<file path="config.mk">
export PLATFORM = sky130hd
export DESIGN_NAME = record_queue_partial_sort_core
export DESIGN_NICKNAME = d
export VERILOG_FILES = /design/src/rtl/rqps_pkg.sv /design/src/rtl/record_queue_partial_sort_core.sv /design/src/rtl/rqps_datapath.sv /design/src/rtl/rqps_ctrl.sv
export SDC_FILE = /design/constraint.sdc
export NUM_CORES = 1
export LEC_CHECK = 0
export BUFFER_PORTS_ARGS = -buffer_cell sky130_fd_sc_hd__buf_2
export CAP_MARGIN = 40
export CORE_UTILIZATION = 30
export CTS_BUF_LIST = sky130_fd_sc_hd__clkbuf_16
export DETAILED_ROUTE_END_ITERATION = 7
export PLACE_DENSITY_LB_ADDON = 0.2
export SLEW_MARGIN = 40
export SYNTH_ARGS = -nofsm -noshare
export SYNTH_HDL_FRONTEND = slang
export SYNTH_HIERARCHICAL = 1
export SYNTH_SLANG_ARGS = --single-unit
</file>
<file path="constraint.sdc">
create_clock -name clk -period 8.3 [get_ports clk]
set_input_delay 1.245 -clock clk [delete_from_list [all_inputs] [get_ports clk]]
set_output_delay 1.245 -clock clk [all_outputs]
set_load 0.1 [all_outputs]
</file>
<file path="src/rtl/rqps_pkg.sv">
// shared types, codes and controller/datapath interface structs for the record queue
package rqps_pkg;

	// operation codes carried in the request
	localparam logic [2:0] OP_PUSH    = 3'd0;
	localparam logic [2:0] OP_POP     = 3'd1;
	localparam logic [2:0] OP_CLEAR   = 3'd2;
	localparam logic [2:0] OP_REVERSE = 3'd3;
	localparam logic [2:0] OP_SORT    = 3'd4;
	localparam logic [2:0] OP_READ    = 3'd5;

	// response status codes
	localparam logic [1:0] ST_OK    = 2'd0;
	localparam logic [1:0] ST_FULL  = 2'd1;
	localparam logic [1:0] ST_EMPTY = 2'd2;

	typedef struct packed {
		logic [2:0]  op;
		logic [15:0] rec_id;
		logic [7:0]  rec_age;
		logic [4:0]  sort_count;
		logic [3:0]  read_index;
	} in_item_t;

	typedef struct packed {
		logic [1:0]  status;
		logic [15:0] out_id;
		logic [7:0]  out_age;
		logic [4:0]  fill;
	} out_item_t;

	// one stored record
	typedef struct packed {
		logic [15:0] id;
		logic [7:0]  age;
	} rec_t;

	// which offset from the head addresses the store
	typedef enum logic [2:0] {
		OFF_ZERO  = 3'd0,
		OFF_I     = 3'd1,
		OFF_J     = 3'd2,
		OFF_BEST  = 3'd3,
		OFF_COUNT = 3'd4,
		OFF_RIDX  = 3'd5
	} off_sel_t;

	// source of the store write data
	typedef enum logic [1:0] {
		WD_IN = 2'd0,
		WD_A  = 2'd1,
		WD_B  = 2'd2
	} wd_sel_t;

	// controller to datapath commands
	typedef struct packed {
		logic       latch_in;
		logic       mem_we;
		logic       mem_re;
		off_sel_t   off_sel;
		wd_sel_t    wd_sel;
		logic       set_status;
		logic [1:0] status;
		logic       load_a;
		logic       load_b;
		logic       show_rec;
		logic       init_rev;
		logic       init_sort;
		logic       best_start;
		logic       scan_cmp;
		logic       rev_step;
		logic       sort_next;
		logic       push_commit;
		logic       pop_commit;
		logic       clear;
		logic       res_load;
	} dp_cmd_t;

	// datapath to controller status
	typedef struct packed {
		logic [2:0] op;
		logic       full;
		logic       empty;
		logic       ridx_ok;
		logic       rev_ok;
		logic       rev_more;
		logic       sort_more;
		logic       scan_more;
		logic       best_moved;
	} dp_stat_t;

endpackage

</file>
<file path="src/rtl/record_queue_partial_sort_core.sv">
// top level of the bounded record queue with partial selection sort
//
// Request channel req (req_valid/req_ready) carries one operation per transfer:
// push, pop, clear, reverse, sort or read. Each request yields exactly one
// response transfer on rsp (rsp_valid/rsp_ready) with status, the popped or
// read record, and the fill level after the operation.
// Requests are handled one at a time by a sequencer over a single-port record
// store (one write or one registered read per cycle).
// Push, clear, full push, empty pop, out-of-range read, spare codes and a reverse
// of fewer than two records go from dispatch straight to the response; pop and read
// first fetch the record, reverse swaps pair by pair, and sort scans the entries
// after each row and swaps only when the row needs it.
// The next request can be taken in the cycle after the response is loaded.
// The response register holds a result while the receiver stalls; the
// sequencer accepts and processes the next request meanwhile and waits
// before loading its result until the register is free.
// Reset empties the queue (head and count to zero); store contents are not
// cleared and are never read before being written.
module record_queue_partial_sort_core import rqps_pkg::*; #(
	parameter int DEPTH = 16
) (
	input  logic      clk,
	input  logic      arst_n,
	input  logic      req_valid,
	output logic      req_ready,
	input  in_item_t  req,
	output logic      rsp_valid,
	input  logic      rsp_ready,
	output out_item_t rsp
);

	dp_cmd_t  cmd;
	dp_stat_t stat;

	// sequencer
	rqps_ctrl u_ctrl (
		.clk       (clk),
		.arst_n    (arst_n),
		.req_valid (req_valid),
		.req_ready (req_ready),
		.rsp_valid (rsp_valid),
		.rsp_ready (rsp_ready),
		.stat      (stat),
		.cmd       (cmd)
	);

	// store and datapath
	rqps_datapath #(
		.DEPTH (DEPTH)
	) u_datapath (
		.clk    (clk),
		.arst_n (arst_n),
		.req    (req),
		.cmd    (cmd),
		.stat   (stat),
		.rsp    (rsp)
	);

endmodule

</file>
<file path="src/rtl/rqps_datapath.sv">
// datapath of the record queue: record store, pointers, scan registers and response register
module rqps_datapath import rqps_pkg::*; #(
	parameter int DEPTH = 16
) (
	input  logic      clk,
	input  logic      arst_n,
	input  in_item_t  req,
	input  dp_cmd_t   cmd,
	output dp_stat_t  stat,
	output out_item_t rsp
);

	localparam int AW = (DEPTH > 1) ? $clog2(DEPTH) : 1;
	localparam int CW = $clog2(DEPTH + 1);
	localparam int OW = (CW > 5) ? CW : 5;

	rec_t            mem_q [DEPTH];
	rec_t            rd_q;
	rec_t            rec_a_q;
	rec_t            rec_b_q;
	in_item_t        req_q;
	logic [AW-1:0]   head_q;
	logic [CW-1:0]   count_q;
	logic [OW-1:0]   i_q;
	logic [OW-1:0]   j_q;
	logic [OW-1:0]   best_q;
	logic [OW-1:0]   n_q;
	logic [1:0]      status_q;
	logic            show_q;
	out_item_t       rsp_q;

	logic [OW-1:0]   cnt_w;
	logic [OW-1:0]   ridx_w;
	logic [OW-1:0]   sc_w;
	logic [OW-1:0]   off;
	logic [OW:0]     slot_sum;
	logic [OW:0]     slot_wrap;
	logic [AW-1:0]   slot;
	logic [AW-1:0]   head_next;
	rec_t            wdata;

	assign cnt_w  = OW'(count_q);
	assign ridx_w = OW'(req_q.read_index);
	assign sc_w   = OW'(req_q.sort_count);

	// offset select and circular slot of head plus offset
	always_comb begin
		case (cmd.off_sel)
			OFF_I:     off = i_q;
			OFF_J:     off = j_q;
			OFF_BEST:  off = best_q;
			OFF_COUNT: off = cnt_w;
			OFF_RIDX:  off = ridx_w;
			default:   off = '0;
		endcase
		slot_sum  = (OW+1)'(head_q) + (OW+1)'(off);
		slot_wrap = (slot_sum >= (OW+1)'(DEPTH)) ? slot_sum - (OW+1)'(DEPTH) : slot_sum;
		slot      = slot_wrap[AW-1:0];
	end

	assign head_next = (head_q == AW'(DEPTH - 1)) ? '0 : head_q + AW'(1);

	// write data select
	always_comb begin
		case (cmd.wd_sel)
			WD_A:    wdata = rec_a_q;
			WD_B:    wdata = rec_b_q;
			default: wdata = '{id: req_q.rec_id, age: req_q.rec_age};
		endcase
	end

	// record store, one write or one registered read per cycle
	always_ff @(posedge clk) begin
		if (cmd.mem_we) begin
			mem_q[slot] <= wdata;
		end
		if (cmd.mem_re) begin
			rd_q <= mem_q[slot];
		end
	end

	// head pointer and fill count
	always_ff @(posedge clk or negedge arst_n) begin
		if (!arst_n) begin
			head_q  <= '0;
			count_q <= '0;
		end else if (cmd.clear) begin
			head_q  <= '0;
			count_q <= '0;
		end else if (cmd.push_commit) begin
			count_q <= count_q + CW'(1);
		end else if (cmd.pop_commit) begin
			head_q  <= head_next;
			count_q <= count_q - CW'(1);
		end
	end

	// request capture, status and record holding registers
	always_ff @(posedge clk) begin
		if (cmd.latch_in) begin
			req_q    <= req;
			status_q <= ST_OK;
			show_q   <= 1'b0;
		end
		if (cmd.set_status) begin
			status_q <= cmd.status;
		end
		if (cmd.show_rec) begin
			show_q <= 1'b1;
		end
		if (cmd.load_a) begin
			rec_a_q <= rd_q;
		end
		if (cmd.load_b) begin
			rec_b_q <= rd_q;
		end else if (cmd.scan_cmp && (rd_q.age > rec_b_q.age)) begin
			rec_b_q <= rd_q;
		end
	end

	// scan indexes for reverse and sort
	always_ff @(posedge clk) begin
		if (cmd.init_rev) begin
			i_q <= '0;
			j_q <= cnt_w - OW'(1);
		end else if (cmd.init_sort) begin
			i_q <= '0;
			n_q <= (sc_w > cnt_w) ? cnt_w : sc_w;
		end else if (cmd.best_start) begin
			best_q <= i_q;
			j_q    <= i_q + OW'(1);
		end else if (cmd.scan_cmp) begin
			j_q <= j_q + OW'(1);
			if (rd_q.age > rec_b_q.age) begin
				best_q <= j_q;
			end
		end else if (cmd.rev_step) begin
			i_q <= i_q + OW'(1);
			j_q <= j_q - OW'(1);
		end else if (cmd.sort_next) begin
			i_q <= i_q + OW'(1);
		end
	end

	// response register
	always_ff @(posedge clk) begin
		if (cmd.res_load) begin
			rsp_q.status  <= status_q;
			rsp_q.out_id  <= show_q ? rec_a_q.id : 16'd0;
			rsp_q.out_age <= show_q ? rec_a_q.age : 8'd0;
			rsp_q.fill    <= 5'(count_q);
		end
	end

	assign rsp = rsp_q;

	// status toward the controller
	always_comb begin
		stat.op         = req_q.op;
		stat.full       = (count_q == CW'(DEPTH));
		stat.empty      = (count_q == '0);
		stat.ridx_ok    = (ridx_w < cnt_w);
		stat.rev_ok     = (cnt_w >= OW'(2));
		stat.rev_more   = (i_q < j_q);
		stat.sort_more  = (i_q < n_q);
		stat.scan_more  = (j_q < cnt_w);
		stat.best_moved = (best_q != i_q);
	end

endmodule

</file>
<file path="src/rtl/rqps_ctrl.sv">
// controller state machine of the record queue: sequences each operation and the response handshake
module rqps_ctrl import rqps_pkg::*; (
	input  logic     clk,
	input  logic     arst_n,
	input  logic     req_valid,
	output logic     req_ready,
	output logic     rsp_valid,
	input  logic     rsp_ready,
	input  dp_stat_t stat,
	output dp_cmd_t  cmd
);

	typedef enum logic [14:0] {
		S_IDLE      = 15'h0001,
		S_DISPATCH  = 15'h0002,
		S_FETCH     = 15'h0004,
		S_REV_CHK   = 15'h0008,
		S_REV_RDB   = 15'h0010,
		S_REV_CAP   = 15'h0020,
		S_REV_WRA   = 15'h0040,
		S_REV_WRB   = 15'h0080,
		S_SORT_ROW  = 15'h0100,
		S_SORT_HEAD = 15'h0200,
		S_SORT_SCAN = 15'h0400,
		S_SORT_CMP  = 15'h0800,
		S_SORT_SWAP = 15'h1000,
		S_SORT_SWB  = 15'h2000,
		S_DONE      = 15'h4000
	} state_t;

	state_t state_q;
	state_t state_d;
	logic   rsp_valid_q;

	assign req_ready = (state_q == S_IDLE);
	assign rsp_valid = rsp_valid_q;

	// next state and command decode
	always_comb begin
		state_d = state_q;
		cmd     = '0;
		unique case (state_q)
			S_IDLE: begin
				if (req_valid) begin
					cmd.latch_in = 1'b1;
					state_d      = S_DISPATCH;
				end
			end
			S_DISPATCH: begin
				state_d = S_DONE;
				unique case (stat.op)
					OP_PUSH: begin
						if (stat.full) begin
							cmd.set_status = 1'b1;
							cmd.status     = ST_FULL;
						end else begin
							cmd.mem_we      = 1'b1;
							cmd.off_sel     = OFF_COUNT;
							cmd.wd_sel      = WD_IN;
							cmd.push_commit = 1'b1;
						end
					end
					OP_POP: begin
						if (stat.empty) begin
							cmd.set_status = 1'b1;
							cmd.status     = ST_EMPTY;
						end else begin
							cmd.mem_re  = 1'b1;
							cmd.off_sel = OFF_ZERO;
							state_d     = S_FETCH;
						end
					end
					OP_READ: begin
						if (!stat.ridx_ok) begin
							cmd.set_status = 1'b1;
							cmd.status     = ST_EMPTY;
						end else begin
							cmd.mem_re  = 1'b1;
							cmd.off_sel = OFF_RIDX;
							state_d     = S_FETCH;
						end
					end
					OP_CLEAR: begin
						cmd.clear = 1'b1;
					end
					OP_REVERSE: begin
						if (stat.rev_ok) begin
							cmd.init_rev = 1'b1;
							state_d      = S_REV_CHK;
						end
					end
					OP_SORT: begin
						cmd.init_sort = 1'b1;
						state_d       = S_SORT_ROW;
					end
					default: begin
						state_d = S_DONE;
					end
				endcase
			end
			// popped or read record arrives from the store
			S_FETCH: begin
				cmd.load_a     = 1'b1;
				cmd.show_rec   = 1'b1;
				cmd.pop_commit = (stat.op == OP_POP);
				state_d        = S_DONE;
			end
			// reverse: swap records at offsets i and j while i is below j
			S_REV_CHK: begin
				if (stat.rev_more) begin
					cmd.mem_re  = 1'b1;
					cmd.off_sel = OFF_I;
					state_d     = S_REV_RDB;
				end else begin
					state_d = S_DONE;
				end
			end
			S_REV_RDB: begin
				cmd.load_a  = 1'b1;
				cmd.mem_re  = 1'b1;
				cmd.off_sel = OFF_J;
				state_d     = S_REV_CAP;
			end
			S_REV_CAP: begin
				cmd.load_b = 1'b1;
				state_d    = S_REV_WRA;
			end
			S_REV_WRA: begin
				cmd.mem_we  = 1'b1;
				cmd.off_sel = OFF_I;
				cmd.wd_sel  = WD_B;
				state_d     = S_REV_WRB;
			end
			S_REV_WRB: begin
				cmd.mem_we   = 1'b1;
				cmd.off_sel  = OFF_J;
				cmd.wd_sel   = WD_A;
				cmd.rev_step = 1'b1;
				state_d      = S_REV_CHK;
			end
			// sort: one row per leading position, for the first min(sort_count, fill) positions
			S_SORT_ROW: begin
				if (stat.sort_more) begin
					cmd.mem_re  = 1'b1;
					cmd.off_sel = OFF_I;
					state_d     = S_SORT_HEAD;
				end else begin
					state_d = S_DONE;
				end
			end
			S_SORT_HEAD: begin
				cmd.load_a     = 1'b1;
				cmd.load_b     = 1'b1;
				cmd.best_start = 1'b1;
				state_d        = S_SORT_SCAN;
			end
			S_SORT_SCAN: begin
				if (stat.scan_more) begin
					cmd.mem_re  = 1'b1;
					cmd.off_sel = OFF_J;
					state_d     = S_SORT_CMP;
				end else begin
					state_d = S_SORT_SWAP;
				end
			end
			S_SORT_CMP: begin
				cmd.scan_cmp = 1'b1;
				state_d      = S_SORT_SCAN;
			end
			S_SORT_SWAP: begin
				if (stat.best_moved) begin
					cmd.mem_we  = 1'b1;
					cmd.off_sel = OFF_I;
					cmd.wd_sel  = WD_B;
					state_d     = S_SORT_SWB;
				end else begin
					cmd.sort_next = 1'b1;
					state_d       = S_SORT_ROW;
				end
			end
			S_SORT_SWB: begin
				cmd.mem_we    = 1'b1;
				cmd.off_sel   = OFF_BEST;
				cmd.wd_sel    = WD_A;
				cmd.sort_next = 1'b1;
				state_d       = S_SORT_ROW;
			end
			// hand the result to the output register once it is free
			S_DONE: begin
				if (!rsp_valid_q || rsp_ready) begin
					cmd.res_load = 1'b1;
					state_d      = S_IDLE;
				end
			end
			default: begin
				state_d = S_IDLE;
			end
		endcase
	end

	// state register
	always_ff @(posedge clk or negedge arst_n) begin
		if (!arst_n) begin
			state_q <= S_IDLE;
		end else begin
			state_q <= state_d;
		end
	end

	// response valid
	always_ff @(posedge clk or negedge arst_n) begin
		if (!arst_n) begin
			rsp_valid_q <= 1'b0;
		end else if (cmd.res_load) begin
			rsp_valid_q <= 1'b1;
		end else if (rsp_ready) begin
			rsp_valid_q <= 1'b0;
		end
	end

endmodule
</file>
==> key figures, run 1 <==
Cells and area
  • Final nets: 1572
  • Post-layout util: 36.1%
  • Filler Cell Count: 7245
  • Ant diodes: 0
  • Layout cells sized above 1: 24.6%
  • Area Overhead vs Synth: 18.2%

Synth
  • Post-synth top cells: edfxtp_1, nand3_1, mux4_2, nor2_1, nand2_1
  • Mean post-synth cell area: 17.3 um^2
  • Sequential cell area fraction in the yosys report: 72.6%
  • Number of distinct library cells after synthesis: 71
  • Post-synth top area share: 69.4%
  • Async set or reset register ratio after synthesis: 4.38%
  • Post-synth EDFFs: 540
  • Area contributors post-synth: edfxtp_1, mux4_2, dfrtp_1
  • Synth Register Bits: 571
  • Syn nets: 1438
  • Yosys warnings: 6
  • Cell Area, Synth: 23400 um^2
  • Yosys top cell by area: edfxtp_1
  • Post-synth top flop: edfxtp_1
  • Most common cell in the synthesized netlist: edfxtp_1
  • Syn Inst Count: 1354

CTS
  • Total CTS buffers: 67
  • Post-CTS sizing: 0
  • Hold Buf Count CTS: 0
  • Clock Latency Late Sink: 0.61 ns
  • Clk buf depth: 3
  • Setup bufs post-CTS: 0
  • Clock Sinks: 571
  • CTS tree: built
  • H-tree Lvls: 3
  • Clock-pin slew on the worst setup and hold paths: 0.06 ns
  • Clock Root Buffer: clkbuf_16

Worst setup path
  • Slowest-stage cell, CP: xnor2_4
  • RR Endpoint: u_datapath/mem_q[9][11]
  • Crit path required time: 8.57 ns
  • Crit-path max cell delay: 0.57 ns
  • Crit path depth: 23
  • Reg2Reg Setup Slack: 1.90 ns
  • Max FO, Critical Path: 14
  • R2R Path Start: u_datapath/j_q[1]
  • Bufs and invs on worst path: 4
  • CP endpoint kind: flop
  • Largest delay contributor family on the critical path: simple AND/OR/NAND/NOR gates
  • Critical Setup Path Class: reg -> reg
  • CP startpoint kind: flop
  • Beginning of the critical path: u_datapath/j_q[1]
  • Critical Path AT: 6.67 ns
  • Critical Path End: u_datapath/mem_q[9][11]
  • Worst R2R Path Depth: 23
  • Most used cell, CP: a21oi_1
  • Critical path cell sequence: inv_1 -> ha_1 -> a21oi_1 -> nor2b_1 -> o21ai_0 -> nand2b_1 -> a21oi_1 -> inv_1 -> or2_2 -> a21o_1 -> nand3b_1 -> nor2b_1 -> a22oi_1 -> o22ai_1 -> ha_1 -> a21o_1 -> a21oi_1 -> xnor2_1 -> xnor2_4 -> buf_6 -> nand2_1 -> nor2_4 -> buf_4

Drt
  • Initial DRT Pass Iterations: 5
  • 1st-iter DRT viols: 963
  • DRC viols: 0
  • Antenna Nets Post-Route: 0
  • Via Count: 12792
  • Final WL: 58.8 mm
  • Routed wire length per instance: 22.9 um
  • Vias/cell: 4.98

Power and ir drop
  • Pwr/cell area: 252 nW/um^2
  • Max IR drop VDD: 0.123 mV
  • Power Total: 6.95 mW
  • Pleak: 9.16 nW

Floorplanning
  • Die ar.: 79000 um^2
  • Core area: 76600 um^2
  • Die extent in y: 281 um
  • Rows: 101
  • Die X-Extent: 281 um
  • Top Ports: 73
  • Initial core utilization: 30.5%

STA
  • Min cycle time layout: 6.40 ns
  • Final Worst Setup Slack: 1.90 ns
  • Hold Worst Slack: 0.442 ns
  • Period utilization: 77.1%
  • Rel. slew slack: 40.8%
  • Fmax: 0.156 GHz
  • Worst Tran Pin Value: 0.876 ns
  • Clk_skew: 0.0324 ns
  • # setup viols final: 0
  • Setup TNS: 0 ns
  • RSZ-0062 raised after global routing: false
  • Pins Over Slew Limit: 0
  • Final Hold Viols: 0

Hold path
  • Worst hold path class: reg -> reg

Global routing
  • First-pass GRT wire length: 88.0 mm
  • Initial antenna violation count: 0
  • Vias in the first global route: 13138
  • GRT Util Overall: 15.1%
  • GRT Residual Overflow: 0
  • Largest net degree at the start of global routing: 53

Placement
  • Buffers on Ports: 72
  • DP Worst Slack: 1.62 ns
  • RD Place Congestion: 0.818
  • DP HPWL: 37.8 mm

Job
  • Max-cap violations: 0

Run status
  • Status: complete, no violations
## worst min path at each step
| stage | depth (start not counted) | slack, ns | end | startpoint |
|---|---|---|---|---|
| 2_1_floorplan | 0 | 0.40 | u_datapath/rsp[29] | u_datapath/status_q[0] |
| 3_3_place_gp | 0 | 0.43 | u_datapath/rsp[30] | u_datapath/status_q[1] |
| 3_5_place_dp | 0 | 0.43 | u_datapath/rsp[29] | u_datapath/status_q[0] |
| 4_1_cts | 0 | 0.44 | u_datapath/rec_b_q[13] | u_datapath/rd_q[13] |
| 5_1_grt | 0 | 0.45 | u_datapath/rsp[30] | u_datapath/status_q[1] |
| 6_report | 0 | 0.44 | u_datapath/rec_b_q[13] | u_datapath/rd_q[13] |
## cell families after synthesis
logic type,count (synthesis),share of synthesized area (%)
buffers and inverters,108,2.04
xor gates and xnor gates,30,1.16
adders and majority gates,44,2.42
muxes,110,9.88
and+or+nand+nor,357,8.33
DFF,571,72.6
AOI/OAI and AO/OA,134,3.62
## sequential cells by signal, indices dropped and copies added (netlist names), 15 cells and up
| register | cells |
|---|---|
| u_datapath/req_q | 28 |
| u_datapath/rec_b_q | 24 |
| u_datapath/rsp | 31 |
| u_datapath/mem_q | 384 |
| u_ctrl/state_q | 15 |
| u_datapath/rec_a_q | 24 |
| u_datapath/rd_q | 24 |
## metrics by stage
stage                     instance area, um^2  instances
after floorplan                         23400       1354
after global placement                  25300       2437
after detailed placement                25500       2448
after CTS                               27600       2567
after global routing                    27600       2568
final                                   27600       2568
## per-layer routing
metal  global-route usage [%]  up-vias  wire length [um]
met3                     2.93       71              2780
met4                     4.15        0               991
met1                     22.0     6773             28300
li1                         -     5635                 -
met5                        0        -                 0
met2                     23.0      313             26700
## area by class of cell
class                   count  area [um^2]  share of cell area [%]
clock buffers              67         1680                    6.07
clock inverters            52          412                    1.49
inverters                  37          140                   0.507
multi-input cells         675         6170                    22.4
flip-flops and latches    571        17000                    61.4
well taps                1030         1290                    4.67
repair buffers            136          968                    3.51
## cells in the final DEF, fill, tap and decap left out, types with 24 or more instances in the layout
cell type	Yosys	layout
nand2_1	48	48
nand3_1	106	106
clkbuf_16	0	67
inv_1	35	54
a22oi_1	29	29
a21oi_1	27	27
ha_1	42	41
o21ai_0	44	41
nand4_1	32	32
and2_1	28	28
buf_4	7	51
nor2_1	50	42
dfrtp_1	24	24
mux4_2	96	96
buf_2	17	72
edfxtp_1	540	540
## worst reg2reg max path, stage by stage, from the launching register on
cell,delay (ns)
edfxtp_1,0.46
inv_1,0.13
ha_1,0.23
a21oi_1,0.13
nor2b_1,0.06
o21ai_0,0.16
nand2b_1,0.10
a21oi_1,0.21
inv_1,0.06
or2_2,0.30
a21o_1,0.19
nand3b_1,0.43
nor2b_1,0.28
a22oi_1,0.13
o22ai_1,0.31
ha_1,0.29
a21o_1,0.15
a21oi_1,0.18
xnor2_1,0.24
xnor2_4,0.57
buf_6,0.25
nand2_1,0.24
nor2_4,0.56
buf_4,0.38
## where the power goes
group,switching (mW),internal (mW),leakage [nW]
clock network,1.18,1.61,1.09
registers,0.0651,3.35,5.25
logic,0.525,0.220,2.81
Power figures use the tool's default switching activity.
==> run 2: changes to the inputs <==
- clock period: 8.3 -> 6.6 ns (I/O delays scaled with it)
==> run 2 against run 1 <==
Effect of this change: sequential cell count is the same; combinational power grew 30%; final cell count is essentially flat; wire length shrank 2.3%; critical endpoint is now u_datapath/mem_q[3][1]; maximum frequency grew 5.8%; hold slack lost 0.068 ns; highest routed layer unchanged; critical path type unchanged; design area grew 0.19%; sequential power grew 26%; count of clock-buffer cells in the layout shrank 6; core utilization grew 0.070 points.
==> key figures, run 2 (synthesis gave the netlist of run 1 again) <==
Cells and area
  • Commonest non-fill, non-tap cell in the layout: edfxtp_1
  • Post-layout util: 36.1% (+0.070 points)
  • FF/Latch Area: 17000 um^2 (unchanged)
  • Layout cells sized above 1: 25.7% (+1.1 points)
  • Area of the multi-input gates: 6150 um^2 (-0.32%)
  • Design area: 27700 um^2 (+0.19%)
  • Most frequent cells in the layout: edfxtp_1, nand3_1, mux4_2
  • Final Non-Filler Cells: 2570 (+0.078%)
  • Ant diodes: 0 (unchanged)
  • Area Overhead vs Synth: 18.4%
  • Final nets: 1576 (+0.25%)
  • Max reg flops: 384 (unchanged)
  • Filler Cell Count: 7187 (-0.80%)
  • Top reg by flops: u_datapath/mem_q

STA
  • # setup viols final: 0 (unchanged)
  • Final Hold Viols: 0 (unchanged)
  • Pins Over Slew Limit: 0 (unchanged)
  • Clk_skew: 0.0591 ns (+0.0267 ns)
  • Fmax: 0.165 GHz (+5.8%)
  • Hold Worst Slack: 0.375 ns (-0.0677 ns)
  • Worst Tran Pin Value: 0.822 ns (-0.0542 ns)
  • Period utilization: 91.7% (+15 points)
  • RSZ-0062 raised after global routing: false
  • Min cycle time layout: 6.05 ns (-0.349 ns)
  • Rel. slew slack: 45.2% (+4.4 points)
  • Setup TNS: 0 ns (unchanged)
  • Final Worst Setup Slack: 0.551 ns (-1.35 ns)

Floorplanning
  • Core area: 76600 um^2 (unchanged)
  • Die extent in y: 281 um (unchanged)
  • Initial core utilization: 30.5% (unchanged)
  • Die X-Extent: 281 um (unchanged)
  • Rows: 101 (unchanged)
  • Top Ports: 73 (unchanged)
  • Die ar.: 79000 um^2 (unchanged)

Power and ir drop
  • Pwr/cell area: 316 nW/um^2 (+26%)
  • Pleak: 9.16 nW (about the same)
  • Power Total: 8.74 mW (+26%)
  • Max IR drop VDD: 0.205 mV (+67%)

Hold path
  • Worst hold path class: in -> async

Global routing
  • Vias in the first global route: 13021 (-0.89%)
  • GRT Util Overall: 14.8% (-0.31 points)
  • Largest net degree at the start of global routing: 53 (unchanged)
  • GRT Residual Overflow: 0 (unchanged)
  • First-pass GRT wire length: 86.4 mm (-1.8%)
  • Initial antenna violation count: 0 (unchanged)

CTS
  • Clock-pin slew on the worst setup and hold paths: 0.06 ns (about the same)
  • Clock Latency Late Sink: 0.65 ns (+0.04 ns)
  • Clk buf depth: 3 (unchanged)
  • Clock Root Buffer: clkbuf_16
  • Total CTS buffers: 60 (-10%)
  • Setup bufs post-CTS: 0 (unchanged)
  • H-tree Lvls: 2 (-1)
  • Post-CTS sizing: 0 (unchanged)
  • CTS tree: built
  • Clock Sinks: 571 (unchanged)
  • Hold Buf Count CTS: 0 (unchanged)

Worst setup path
  • Most used cell, CP: buf_4
  • Slowest-stage cell, CP: fa_4
  • Max FO, Critical Path: 25 (+11)
  • Critical path cell sequence: inv_1 -> ha_1 -> a21oi_1 -> nor2b_1 -> o21ai_0 -> nand2b_1 -> a21oi_1 -> inv_1 -> or2_2 -> a21o_1 -> nand3b_1 -> buf_4 -> mux2_2 -> a22oi_1 -> o22ai_1 -> ha_4 -> fa_4 -> buf_4 -> nand3_1 -> nor3_2 -> buf_4
  • Crit path required time: 6.86 ns (-1.71 ns)
  • Crit-path max cell delay: 0.86 ns (+0.29 ns)
  • Critical Path AT: 6.31 ns (-0.36 ns)
  • CP endpoint kind: flop
  • CP startpoint kind: flop
  • Critical Setup Path Class: reg -> reg

Job
  • Max-cap violations: 0 (unchanged)

Placement
  • Placed cell area: 25600 um^2 (+0.38%)
  • Buffers on Ports: 72 (unchanged)
  • DP HPWL: 36.1 mm (-4.7%)
  • RD Place Congestion: 0.801 (-2.1%)
  • Placed Cells: 2460 (+0.49%)
  • DP Worst Slack: 0.597 ns (-1.02 ns)

Drt
  • DRC viols: 0 (unchanged)
  • 1st-iter DRT viols: 875 (-9.1%)
  • Routed wire length per instance: 22.3 um (-2.4%)
  • Antenna Nets Post-Route: 0 (unchanged)
  • Via Count: 12558 (-1.8%)
  • Initial DRT Pass Iterations: 5 (unchanged)
  • Final WL: 57.4 mm (-2.3%)
  • Vias/cell: 4.89 (-1.9%)

Run status
  • Status: complete, no violations
## run 2: cell count changes in the layout (fill, tap and decap cells not counted), moves of 3 or more
cell and change:
buf_4 +13, clkinv_8 -3, clkinv_2 +3, buf_12 +8, clkbuf_16 -6, bufinv_16 +6
inv_1 -12, nor3_4 -3, buf_8 -7, nor3_2 +3
## run 2: final cells by class
type	instances	share of cell area, %
clock buffers	61	5.52
clock inverters	49	1.93
inverters	37	0.506
multi-input cells	675	22.2
flip-flops and latches	571	61.3
well taps	1030	4.66
repair buffers	147	3.87
## run 2: critical path: cells and delay by family (launching register included)
kind	cells	cell delay, ns
AND/OR/NAND/NOR	6	1.39
adder cells (fa/ha/maj)	3	1.30
buffers and inverters	5	1.17
AO/OA/AOI/OAI	6	0.99
flip-flops	1	0.45
multiplexers	1	0.33
## run 2: power breakdown
part / switching, mW / total (mW) / leakage [nW] / internal, mW
Clock: 1.42 / 3.50 / 1.03 / 2.07
Combinational: 0.669 / 0.967 / 2.87 / 0.298
Sequential: 0.0671 / 4.28 / 5.25 / 4.21
## run 2: routing by layer
| metal | vias up | GRT usage, % | wire (um) |
|---|---|---|---|
| met5 | - | 0 | 0 |
| met4 | 0 | 4.46 | 1270 |
| met3 | 72 | 1.87 | 2110 |
| met2 | 282 | 23.5 | 26700 |
| met1 | 6560 | 21.2 | 27400 |
| li1 | 5644 | - | - |
## run 2: worst paths after layout
kind	startpoint	end	slack (ns)	cells past startpoint
worst max-delay path	u_datapath/j_q[1]	u_datapath/mem_q[3][1]	0.55	21
worst min-delay path	arst_n	u_ctrl/state_q[1]	0.37	1
worst max register to register	u_datapath/j_q[1]	u_datapath/mem_q[3][1]	0.55	21
worst min register to register	u_datapath/status_q[1]	u_datapath/rsp[30]	0.43	0
max in group asynchronous	arst_n	u_datapath/head_q[1]	5.75	1
min in group clk	u_datapath/status_q[1]	u_datapath/rsp[30]	0.43	0
==> run 3: changes to the inputs <==
--- a/config.mk
+++ b/config.mk
@@ -8,5 +8,5 @@
 export BUFFER_PORTS_ARGS = -buffer_cell sky130_fd_sc_hd__buf_2
 export CAP_MARGIN = 40
-export CORE_UTILIZATION = 30
+export CORE_UTILIZATION = 50
 export CTS_BUF_LIST = sky130_fd_sc_hd__clkbuf_16
 export DETAILED_ROUTE_END_ITERATION = 7
==> constraint.sdc (replaced) <==
create_clock -name clk -period 6.6 [get_ports clk]
set_input_delay 0.66 -clock clk [delete_from_list [all_inputs] [get_ports clk]]
set_output_delay 0.66 -clock clk [all_outputs]
set_load 0.1 [all_outputs]
==> run 3 against run 2 <==
Effect of this change: hold slack worse by 0.30 ns; register-to-register slack better by 0.25 ns; die area down 40%; critical path depth down 2; final cell count down 17%; global-route usage up 7.8 points; sequential cell count unchanged; clock power down 13%; via count up 1.1%; critical endpoint is now u_datapath/rd_q[12].
==> key figures, run 3 (synthesis gave the netlist of run 1 again) <==
Power and ir drop
  • Power Total: 8.27 mW (-5.4%)
  • Max IR drop VDD: 0.251 mV (+23%)
  • Pwr/cell area: 309 nW/um^2 (-2.2%)
  • Pleak: 9.01 nW (-1.6%)

Drt
  • Met2 Wirelength: 23.5 mm (-12%)
  • Top Layer Used: met4
  • Initial DRT Pass Iterations: 5 (unchanged)
  • Metal3 WL: 4.67 mm (+120%)
  • Antenna Nets Post-Route: 0 (unchanged)
  • Final WL: 52.2 mm (-9.1%)
  • DRC viols: 0 (unchanged)
  • Vias/cell: 5.95 (+22%)
  • Routed wire length per instance: 24.5 um (+9.6%)
  • M1 wire length: 23.2 mm (-15%)
  • Via Count: 12695 (+1.1%)
  • 1st-iter DRT viols: 1235 (+41%)

Cells and area
  • Post-layout util: 58.5% (+22 points)
  • Top reg by flops: u_datapath/mem_q
  • Filler Cell Count: 3368 (-53%)
  • Most frequent cells in the layout: edfxtp_1, nand3_1, mux4_2
  • Max reg flops: 384 (unchanged)
  • Ant diodes: 0 (unchanged)
  • Layout cells sized above 1: 24.8% (-0.91 points)
  • Commonest non-fill, non-tap cell in the layout: edfxtp_1
  • Final nets: 1568 (-0.51%)
  • Area Overhead vs Synth: 14.5%

STA
  • Min cycle time layout: 5.80 ns (-0.246 ns)
  • Final Worst Setup Slack: 0.798 ns (+0.246 ns)
  • Pins Over Slew Limit: 0 (unchanged)
  • Period utilization: 87.9% (-3.7 points)
  • Fmax: 0.172 GHz (+4.2%)
  • Clk_skew: 0.0293 ns (-0.0298 ns)
  • Worst Tran Pin Value: 0.740 ns (-0.0815 ns)
  • # setup viols final: 0 (unchanged)
  • Setup TNS: 0 ns (unchanged)
  • RSZ-0062 raised after global routing: false
  • Final Hold Viols: 0 (unchanged)
  • Rel. slew slack: 50.3% (+5.1 points)

Worst setup path
  • Critical Setup Path Class: reg -> reg
  • Max FO, Critical Path: 27 (+8.0%)
  • CP startpoint kind: flop
  • CP endpoint kind: flop
  • Beginning of the critical path: u_datapath/i_q[1]
  • R2R Path Start: u_datapath/i_q[1]
  • RR Endpoint: u_datapath/rd_q[12]
  • Crit path required time: 6.92 ns (+0.06 ns)
  • Critical Path AT: 6.13 ns (-0.18 ns)
  • Reg2Reg Setup Slack: 0.80 ns (+0.25 ns)
  • Worst R2R Path Depth: 19 (-9.5%)

Floorplanning
  • Top Ports: 73 (unchanged)
  • Die X-Extent: 218 um (-22%)
  • Die ar.: 47600 um^2 (-40%)
  • Initial core utilization: 51.1% (+21 points)
  • Die extent in y: 218 um (-22%)
  • Rows: 78 (-23%)
  • Core area: 45800 um^2 (-40%)

Hold path
  • Worst hold path class: in -> async

CTS
  • H-tree Lvls: 2 (unchanged)
  • Setup bufs post-CTS: 0 (unchanged)
  • Clock Root Buffer: clkbuf_16
  • Hold Buf Count CTS: 0 (unchanged)
  • Post-CTS sizing: 0 (unchanged)
  • CTS tree: built
  • Clock-pin slew on the worst setup and hold paths: 0.06 ns (about the same)
  • Clock Latency Late Sink: 0.63 ns (-0.02 ns)
  • Clk buf depth: 3 (unchanged)
  • Clock Sinks: 571 (unchanged)
  • Total CTS buffers: 57 (-5.0%)

Global routing
  • Vias in the first global route: 12933 (-0.68%)
  • Largest net degree at the start of global routing: 57 (+7.5%)
  • GRT Residual Overflow: 0 (unchanged)
  • First-pass GRT wire length: 79.7 mm (-7.8%)
  • GRT Util Overall: 22.7% (+7.8 points)
  • Initial antenna violation count: 1 (+1)

Placement
  • Buffers on Ports: 72 (unchanged)
  • RD Place Congestion: 0.849 (+6.1%)
  • DP HPWL: 33.0 mm (-8.5%)
  • DP Worst Slack: 0.880 ns (+0.284 ns)

Job
  • Max-cap violations: 0 (unchanged)

Run status
  • Status: complete, no violations
==> run 3: cell types whose count changed in the layout (fill, tap and decap cells not counted), sizes merged <==
| cell | change |
|---|---|
| clkinvlp | -1 |
| buf | -5 |
| bufinv | -7 |
| clkinv | +4 |
| clkbuf | -4 |
| inv | +5 |
==> run 3: power breakdown <==
part           total (mW)  internal, mW  leakage (nW)  switching [mW]
logic               0.956         0.288          2.83           0.668
registers            4.27          4.21          5.25          0.0597
clock network        3.05          1.69         0.928            1.35
==> run 3: layer usage <==
metal / up-vias / track usage (%)
met5: - / 0
met1: 6523 / 33.9
li1: 5630 / -
met2: 481 / 34.1
met3: 61 / 5.14
met4: 0 / 4.90
==> run 3: metrics by stage <==
step                      cell area, um^2  cells  hold slack, ns
final                               26800   2132          0.0773
after global routing                26800   2132          0.0955
after CTS                           26800   2132          0.0563
after detailed placement            25000   2025           0.407
after global placement              24900   2023           0.407
after floorplan                     23400   1354           0.364
==> run 3: area by class of cell <==
class / count / area, um^2 / area share (%)
sequential: 571 / 17000 / 63.4
clock buffer: 57 / 1430 / 5.33
tap: 600 / 751 / 2.80
inverter: 37 / 140 / 0.524
clock inverter: 50 / 354 / 1.32
multi-input combinational: 675 / 6140 / 22.9
timing repair buffer: 142 / 993 / 3.71
==> run 3: how the worst max path moves through the flow <==
stage	endpoint	slack [ns]
4_1_cts	u_datapath/rd_q[12]	0.86
3_3_place_gp	u_datapath/rd_q[12]	0.95
2_1_floorplan	u_datapath/mem_q[0][0]	0.18
5_1_grt	u_datapath/mem_q[9][11]	0.39
6_report	u_datapath/rd_q[12]	0.80
3_5_place_dp	u_datapath/rd_q[12]	0.88
==> run 3: worst max-delay path: stages, from the launching register on <==
cell and delay, ns:
dfxtp_1 0.53, ha_1 0.30, a21oi_1 0.13, nor2b_1 0.06, o21ai_0 0.15, nand2b_1 0.08, a21oi_1 0.19, inv_1 0.06
or2_2 0.30, a21o_1 0.18, nand3b_1 0.48, mux2_2 0.41, a22oi_1 0.16, o22ai_1 0.14, ha_4 0.21, fa_4 1.01
buf_4 0.44, mux4_2 0.39, nand3_1 0.11, nand4_1 0.16
